==> src/rtl/core/rti_div_step.sv <==
// ----------------------------------------------------------------------------
// rti_div_step
// One registered restoring-division step: resolves a single quotient bit.
// ----------------------------------------------------------------------------
module rti_div_step #(
    parameter int RW    = 8,
    parameter int DEN_W = 4,
    parameter int QW    = 4,
    parameter int BIT   = 0
) (
    input  logic             aclk,
    input  logic             en,
    input  logic [RW-1:0]    rem_i,
    input  logic [DEN_W-1:0] den_i,
    input  logic [QW-1:0]    q_i,
    output logic [RW-1:0]    rem_o,
    output logic [QW-1:0]    q_o
);

    logic [RW-1:0] trial;
    logic          ge;
    logic [RW-1:0] rem_next;
    logic [QW-1:0] q_next;
    logic [RW-1:0] rem_reg;
    logic [QW-1:0] q_reg;

    // compare against the shifted divisor and subtract on success
    always_comb begin
        trial    = RW'(den_i) << BIT;
        ge       = (rem_i >= trial);
        rem_next = ge ? (rem_i - trial) : rem_i;
        q_next   = q_i;
        q_next[BIT] = ge;
    end

    always_ff @(posedge aclk) begin
        if (en) begin
            rem_reg <= rem_next;
            q_reg   <= q_next;
        end
    end

    assign rem_o = rem_reg;
    assign q_o   = q_reg;

endmodule

==> config.mk <==
export PLATFORM = sky130hd
export DESIGN_NAME = rti_div_step
export DESIGN_NICKNAME = d
export VERILOG_FILES = /design/src/rtl/core/rti_div_step.sv
export SDC_FILE = /design/constraint.sdc
export NUM_CORES = 1
export LEC_CHECK = 0
export BUFFER_PORTS_ARGS = -buffer_cell sky130_fd_sc_hd__buf_2
export CAP_MARGIN = 20
export CORE_MARGIN = 2
export CORE_UTILIZATION = 45
export CTS_CLUSTER_SIZE = 40
export DETAILED_ROUTE_END_ITERATION = 6
export PLACE_DENSITY = 0.76
export SLEW_MARGIN = 20
export SYNTH_ARGS = -nofsm -noshare
export SYNTH_HDL_FRONTEND = slang
export SYNTH_SLANG_ARGS = --single-unit
==> constraint.sdc <==
create_clock -name aclk -period 2.3 [get_ports aclk]
set_input_delay 0 -clock aclk [delete_from_list [all_inputs] [get_ports aclk]]
set_output_delay 0 -clock aclk [all_outputs]
set_load 0.02 [all_outputs]
==> results of run 1 <==
## cells in the mapped netlist
master | n | area [um^2]
edfxtp_1 | 12 | 360
inv_1 | 6 | 22.5
nor2_1 | 5 | 18.8
ha_1 | 4 | 50.1
mux2i_1 | 3 | 30.0
xnor2_1 | 3 | 26.3
mux2_4 | 2 | 30.0
or3_4 | 2 | 22.5
xor2_1 | 2 | 17.5
a21oi_2 | 1 | 8.76
and4_1 | 1 | 8.76
fa_1 | 1 | 20.0
inv_2 | 1 | 3.75
nand2_1 | 1 | 3.75
nand2b_1 | 1 | 6.26
nor2_8 | 1 | 20.0
nor2b_1 | 1 | 6.26
nor3_1 | 1 | 5.00
nor4_1 | 1 | 6.26
o211ai_2 | 1 | 12.5
o21ai_0 | 1 | 5.00
o311ai_0 | 1 | 8.76
o31ai_1 | 1 | 7.51
or2_2 | 1 | 6.26
## cell usage in the layout (no fill, tap or decap), types with 2 or more instances in the layout
| cell type | count |
|---|---|
| or3_4 | 2 |
| mux2_4 | 2 |
| dlygate4sd3_1 | 3 |
| mux2i_1 | 3 |
| buf_2 | 28 |
| inv_1 | 6 |
| edfxtp_1 | 12 |
| nor2_1 | 5 |
| ha_1 | 4 |
| clkbuf_4 | 3 |
| xnor2_1 | 3 |
| xor2_1 | 2 |
## power by group
part	switching (W)	leakage [nW]	internal, W
Combinational	0.0000876	0.292	0.0000689
Clock	0.0000641	0.0154	0.0000627
Sequential	0.00000418	0.118	0.000271
## per-layer routing
layer | track usage (%) | up-vias | wire [um]
met5 | 0 | - | 0
met4 | 12.1 | 0 | 0
met3 | 1.25 | 0 | 40
met2 | 21.2 | 13 | 599
met1 | 15.1 | 225 | 473
li1 | - | 263 | -
## kinds of logic (layout without fill, tap and decap cells)
| family | count (synthesis) | in the layout |
|---|---|---|
| compound gates | 5 | 5 |
| xor+xnor | 5 | 5 |
| fa+ha+maj | 5 | 5 |
| buf+inv | 7 | 42 |
| flops | 12 | 12 |
| mux | 5 | 5 |
| simple gates | 15 | 15 |
## final timing paths
path,end,slack [ns],cells after the start
worst max-delay path,rem_o[3]$_DFFE_PP_,0.64,8
worst min-delay path,rem_o[6]$_DFFE_PP_,0.06,2
## registers in the layout (all words and copies together), names as in the netlist
register,cells
rem_o,8
q_o,4
## layout make-up
| cell class | count | area [um^2] | share of cell area, % |
|---|---|---|---|
| sequential | 12 | 360 | 39.0 |
| multi-input combinational | 35 | 320 | 34.7 |
| timing repair buffer | 31 | 170 | 18.4 |
| inverter | 7 | 26.3 | 2.85 |
| clock buffer | 3 | 22.5 | 2.44 |
| tap | 16 | 20.0 | 2.17 |
| clock inverter | 1 | 3.75 | 0.407 |
## worst max-delay path: stages
cell	delay [ns]
buf_2	0.07
inv_1	0.04
ha_1	0.22
fa_1	0.41
nand2b_1	0.17
a21oi_2	0.37
nor2_8	0.10
mux2_4	0.30
## stage by stage
| step | hold WS (ns) | cell area, um^2 | util [%] |
|---|---|---|---|
| finish | 0.0575 | 923 | 62.0 |
| global placement | 0.177 | 867 | 58.2 |
| floorplan | 0.0989 | 707 | - |
| CTS | 0.0470 | 923 | 62.0 |
| detailed placement | 0.180 | 867 | 58.2 |
| global route | 0.0575 | 923 | 62.0 |
==> impl_metrics.yaml, run 1 <==
hold_path:
  hold_class: "in2reg"
  worstHoldStart: "rem_i[6]"
setup_path:
  critPathArrivalTime_ns: 1.68
  cp_max_fo: 5
  required_ns: 2.32
  critPathLaunchType: "input port"
  startpoint: "rem_i[0]"
  critPathKind: "in2reg"
  endpoint_kind: "flip-flop"
logic_synthesis:
  synth_nets: 77
  synth_top_family_by_area: "simple AND/OR/NAND/NOR gates"
  synth-simple-area-share_pct: 14.7
  synthCells: 54
  synth.avg_cell_area_um2: 13.1
  yosysWarnings: 0
  yosysUniqueCellTypes: 24
  synthMuxAreaShare_pct: 8.50
  synthAdderAreaFrac_pct: 9.91
  synth_xor_area_share_pct: 6.19
  ys_seq_area_share_pct: 51.0
  ys_seq_elements: 12
  synth_compound_area_share_pct: 6.02
  mappedNetlistArea_um2: 707
cts:
  post_cts_resize_count: 0
  clockBufferDepth: 2
  cts-root-buf: "clkbuf_4"
  numCtsBuffers: 3
  post_cts_buffers: 0
  cts_max_level: 1
  cts_tree: "yes"
  clock-sinks: 12
  path_clk_slew_ns: 0.07
  holdBufCountCts: 3
power_and_ir_drop:
  leakage_nw: 0.425
  power.total_w: 0.000559
  vdd.ir_drop.worst_mv: 0.232
  p_per_area_nw_per_um2: 605
timing:
  setup_violations: 0
  fin_crit_ns: 1.66
  rsz0062_at_grt: "false"
  drv_slew: 0
  hold_violations: 0
  tightestPinTransition_ns: 0.527
  fmax_mhz: 602
  max_slew_margin_pct: 64.5
  setup_slack_ns: 0.640
  min_period_over_period_pct: 72.2
  tns_ns: 0
job:
  cap_violations: 0
routing:
  drtAntennaViolNets: 0
  vias: 501
  via_per_inst: 4.77
  postRouteWirelength_um: 1110
  first_pass_iters: 4
  wl_per_cell_um: 10.6
  drc: 0
  drt-initial-drc-count: 11
global_routing:
  grt_pass1_wl_um: 1820
  grt_pass1_vias: 484
  antenna_found_initial: 0
  grt_max_degree: 13
  track_usage_pct: 13.1
  grt.overflow.total: 0
finish:
  fillers: 119
  nets: 113
  drive_above_1_share_pct: 44.9
  areaGrowthSynthToFinish_pct: 30.6
  instances_no_fill: 105
  diodes: 0
floorplanning:
  initial_core_util_pct: 47.5
  std_cell_rows: 14
  ioPinCount: 30
  coreArea_um2: 1490
  die_h_um: 43.6
  die_w_um: 43.6
  dieArea_um2: 1900
place:
  place_ws_ns: 0.333
  placed_cells: 98
  portBuffers: 28
  gp_congestion: 0.781
  dp_hpwl_um: 913
outcome:
  outcome: "complete, no violations"
No activity file was read; power rests on OpenSTA's default activity.
==> inputs of run 2 (changes only) <==
--- a/config.mk
+++ b/config.mk
@@ -8,10 +8,10 @@
 export BUFFER_PORTS_ARGS = -buffer_cell sky130_fd_sc_hd__buf_2
 export CAP_MARGIN = 20
 export CORE_MARGIN = 2
-export CORE_UTILIZATION = 45
+export CORE_UTILIZATION = 41
 export CTS_CLUSTER_SIZE = 40
 export DETAILED_ROUTE_END_ITERATION = 6
-export PLACE_DENSITY = 0.76
+export PLACE_DENSITY = 0.73
 export SLEW_MARGIN = 20
 export SYNTH_ARGS = -nofsm -noshare
 export SYNTH_HDL_FRONTEND = slang
==> constraint.sdc (replaced) <==
create_clock -name aclk -period 1.4 [get_ports aclk]
set_input_delay 0 -clock aclk [delete_from_list [all_inputs] [get_ports aclk]]
set_output_delay 0 -clock aclk [all_outputs]
set_load 0.02 [all_outputs]
==> run 2 against run 1 <==
  * Utilization increased by 5.0 points
  * Non-clock buffer count rose by 15
  * Sequential share of layout area is 6.8 points lower
  * Clock power increased by 66%
  * Worst hold slack improved by 0.053 ns
  * Power rose by 77%
  * Sequential power increased by 65%
  * Cell area grew 21%
  * Wire length up 20%
  * Final cell count increased by 15%
  * Critical endpoint is now rem_o[2]$_DFFE_PP_
  * Highest routed layer is now met4
==> impl_metrics.yaml, run 2 (synthesis gave the netlist of run 1 again) <==
finish:
  multi_input_area_um2: 388
  areaGrowthSynthToFinish_pct: 58.4
  fillers: 125
  final_cell_mix: "buf_2 (27), buf_4 (16), edfxtp_1 (12)"
  nets: 128
  largest_reg_flops: 8
  register_area_um2: 360
  final_common_cell: "buf_2"
  fin_util_pct: 67.0
  instances_no_fill: 121
  drive_above_1_share_pct: 61.5
  diodes: 0
place:
  portBuffers: 28
  dp_hpwl_um: 1120
  gp_congestion: 0.749
  placed_cells: 114
routing:
  drc: 0
  first_pass_iters: 4
  drtAntennaViolNets: 0
  drt-initial-drc-count: 14
  postRouteWirelength_um: 1340
  vias: 573
  via_per_inst: 4.74
  wl_per_cell_um: 11.0
global_routing:
  grt_max_degree: 13
  grt.overflow.total: 0
  grt_pass1_wl_um: 2150
  antenna_found_initial: 0
  grt_pass1_vias: 566
  track_usage_pct: 14.7
timing:
  tightestPinTransition_ns: 0.393
  rsz0062_at_grt: "false"
  fmax_mhz: 736
  fin_crit_ns: 1.36
  finalHoldWorstSlack_ns: 0.111
  setup_violations: 0
  max_slew_margin_pct: 73.4
  min_period_over_period_pct: 97.1
  drv_slew: 0
  tns_ns: 0
  hold_violations: 0
power_and_ir_drop:
  vdd.ir_drop.worst_mv: 0.332
  p_per_area_nw_per_um2: 885
  leakage_nw: 0.502
setup_path:
  startpoint: "den_i[2]"
  critPathLaunchType: "input port"
  critPathKind: "in2reg"
  endpoint_kind: "flip-flop"
  cp_max_fo: 3
  required_ns: 1.42
  crit_end: "rem_o[2]$_DFFE_PP_"
  critPathArrivalTime_ns: 1.38
cts:
  path_clk_slew_ns: 0.07
  clock-sinks: 12
  post_cts_buffers: 0
  clockBufferDepth: 2
  cts_tree: "yes"
  cts_max_level: 1
  numCtsBuffers: 3
  cts-root-buf: "clkbuf_4"
floorplanning:
  initial_core_util_pct: 42.3
  die_w_um: 45.5
  dieArea_um2: 2070
  std_cell_rows: 15
  coreArea_um2: 1670
  die_h_um: 45.5
  ioPinCount: 30
job:
  cap_violations: 0
hold_path:
  hold_class: "in2reg"
outcome:
  outcome: "complete, no violations"
==> run 2: cell type report <==
class | count | area share [%]
well taps | 17 | 1.90
flip-flops and latches | 12 | 32.2
clock buffers | 3 | 2.01
clock inverters | 1 | 0.335
inverters | 7 | 3.46
multi-input cells | 35 | 34.6
repair buffers | 46 | 25.5
==> run 2: timing repair <==
| action | 4_1_cts | 5_1_grt |
|---|---|---|
| pin swaps | 1 | 1 |
| hold buffers | 3 | 0 |
| endpoints found under the setup margin | 2 | 3 |
| gates cloned | 0 | 0 |
| endpoints found under the hold margin | 3 | 0 |
| resized for setup | 1 | 1 |
==> run 2: power by group <==
| group | leakage, nW | total, W | internal (W) | switching (W) |
|---|---|---|---|---|
| sequential | 0.118 | 0.000453 | 0.000446 | 0.00000718 |
| clock | 0.0154 | 0.000211 | 0.000103 | 0.000108 |
| combinational | 0.369 | 0.000327 | 0.000160 | 0.000168 |
| total | 0.502 | 0.000991 | 0.000708 | 0.000283 |
==> run 2: worst min path at each step <==
stage	start	end	slack (ns)	depth (start not counted)
global placement	q_i[3]	q_o[3]$_DFFE_PP_	0.18	1
CTS	en	q_o[3]$_DFFE_PP_	0.10	1
global route	en	rem_o[3]$_DFFE_PP_	0.11	1
detailed placement	q_i[2]	q_o[2]$_DFFE_PP_	0.18	1
floorplan	q_i[1]	q_o[1]$_DFFE_PP_	0.1	0
finish	en	rem_o[3]$_DFFE_PP_	0.11	1
==> run 2: routing by layer <==
layer,global-route usage [%],wire (um),vias to the layer above
li1,-,-,294
met1,15.5,524,258
met2,26.8,726,19
met3,2.38,65,2
met4,8.82,21,0
met5,0,0,-
==> run 2: worst max-delay path, stage by stage <==
cell	delay (ns)
buf_4	0.13
inv_12	0.03
ha_4	0.22
and4_1	0.19
or3_4	0.37
nor2_8	0.14
mux2_4	0.30
==> run 2: per-stage QoR <==
| step | area [um^2] | power, W | setup WS [ns] |
|---|---|---|---|
| 2_1_floorplan | 787 | 0.000658 | -0.206 |
| 4_1_cts | 1120 | 0.00100 | 0.0387 |
| 3_3_place_gp | 1060 | 0.000776 | -0.321 |
| 6_report | 1120 | 0.000991 | 0.0407 |
| 3_5_place_dp | 1060 | 0.000783 | -0.346 |
| 5_1_grt | 1120 | 0.00105 | 0.00918 |
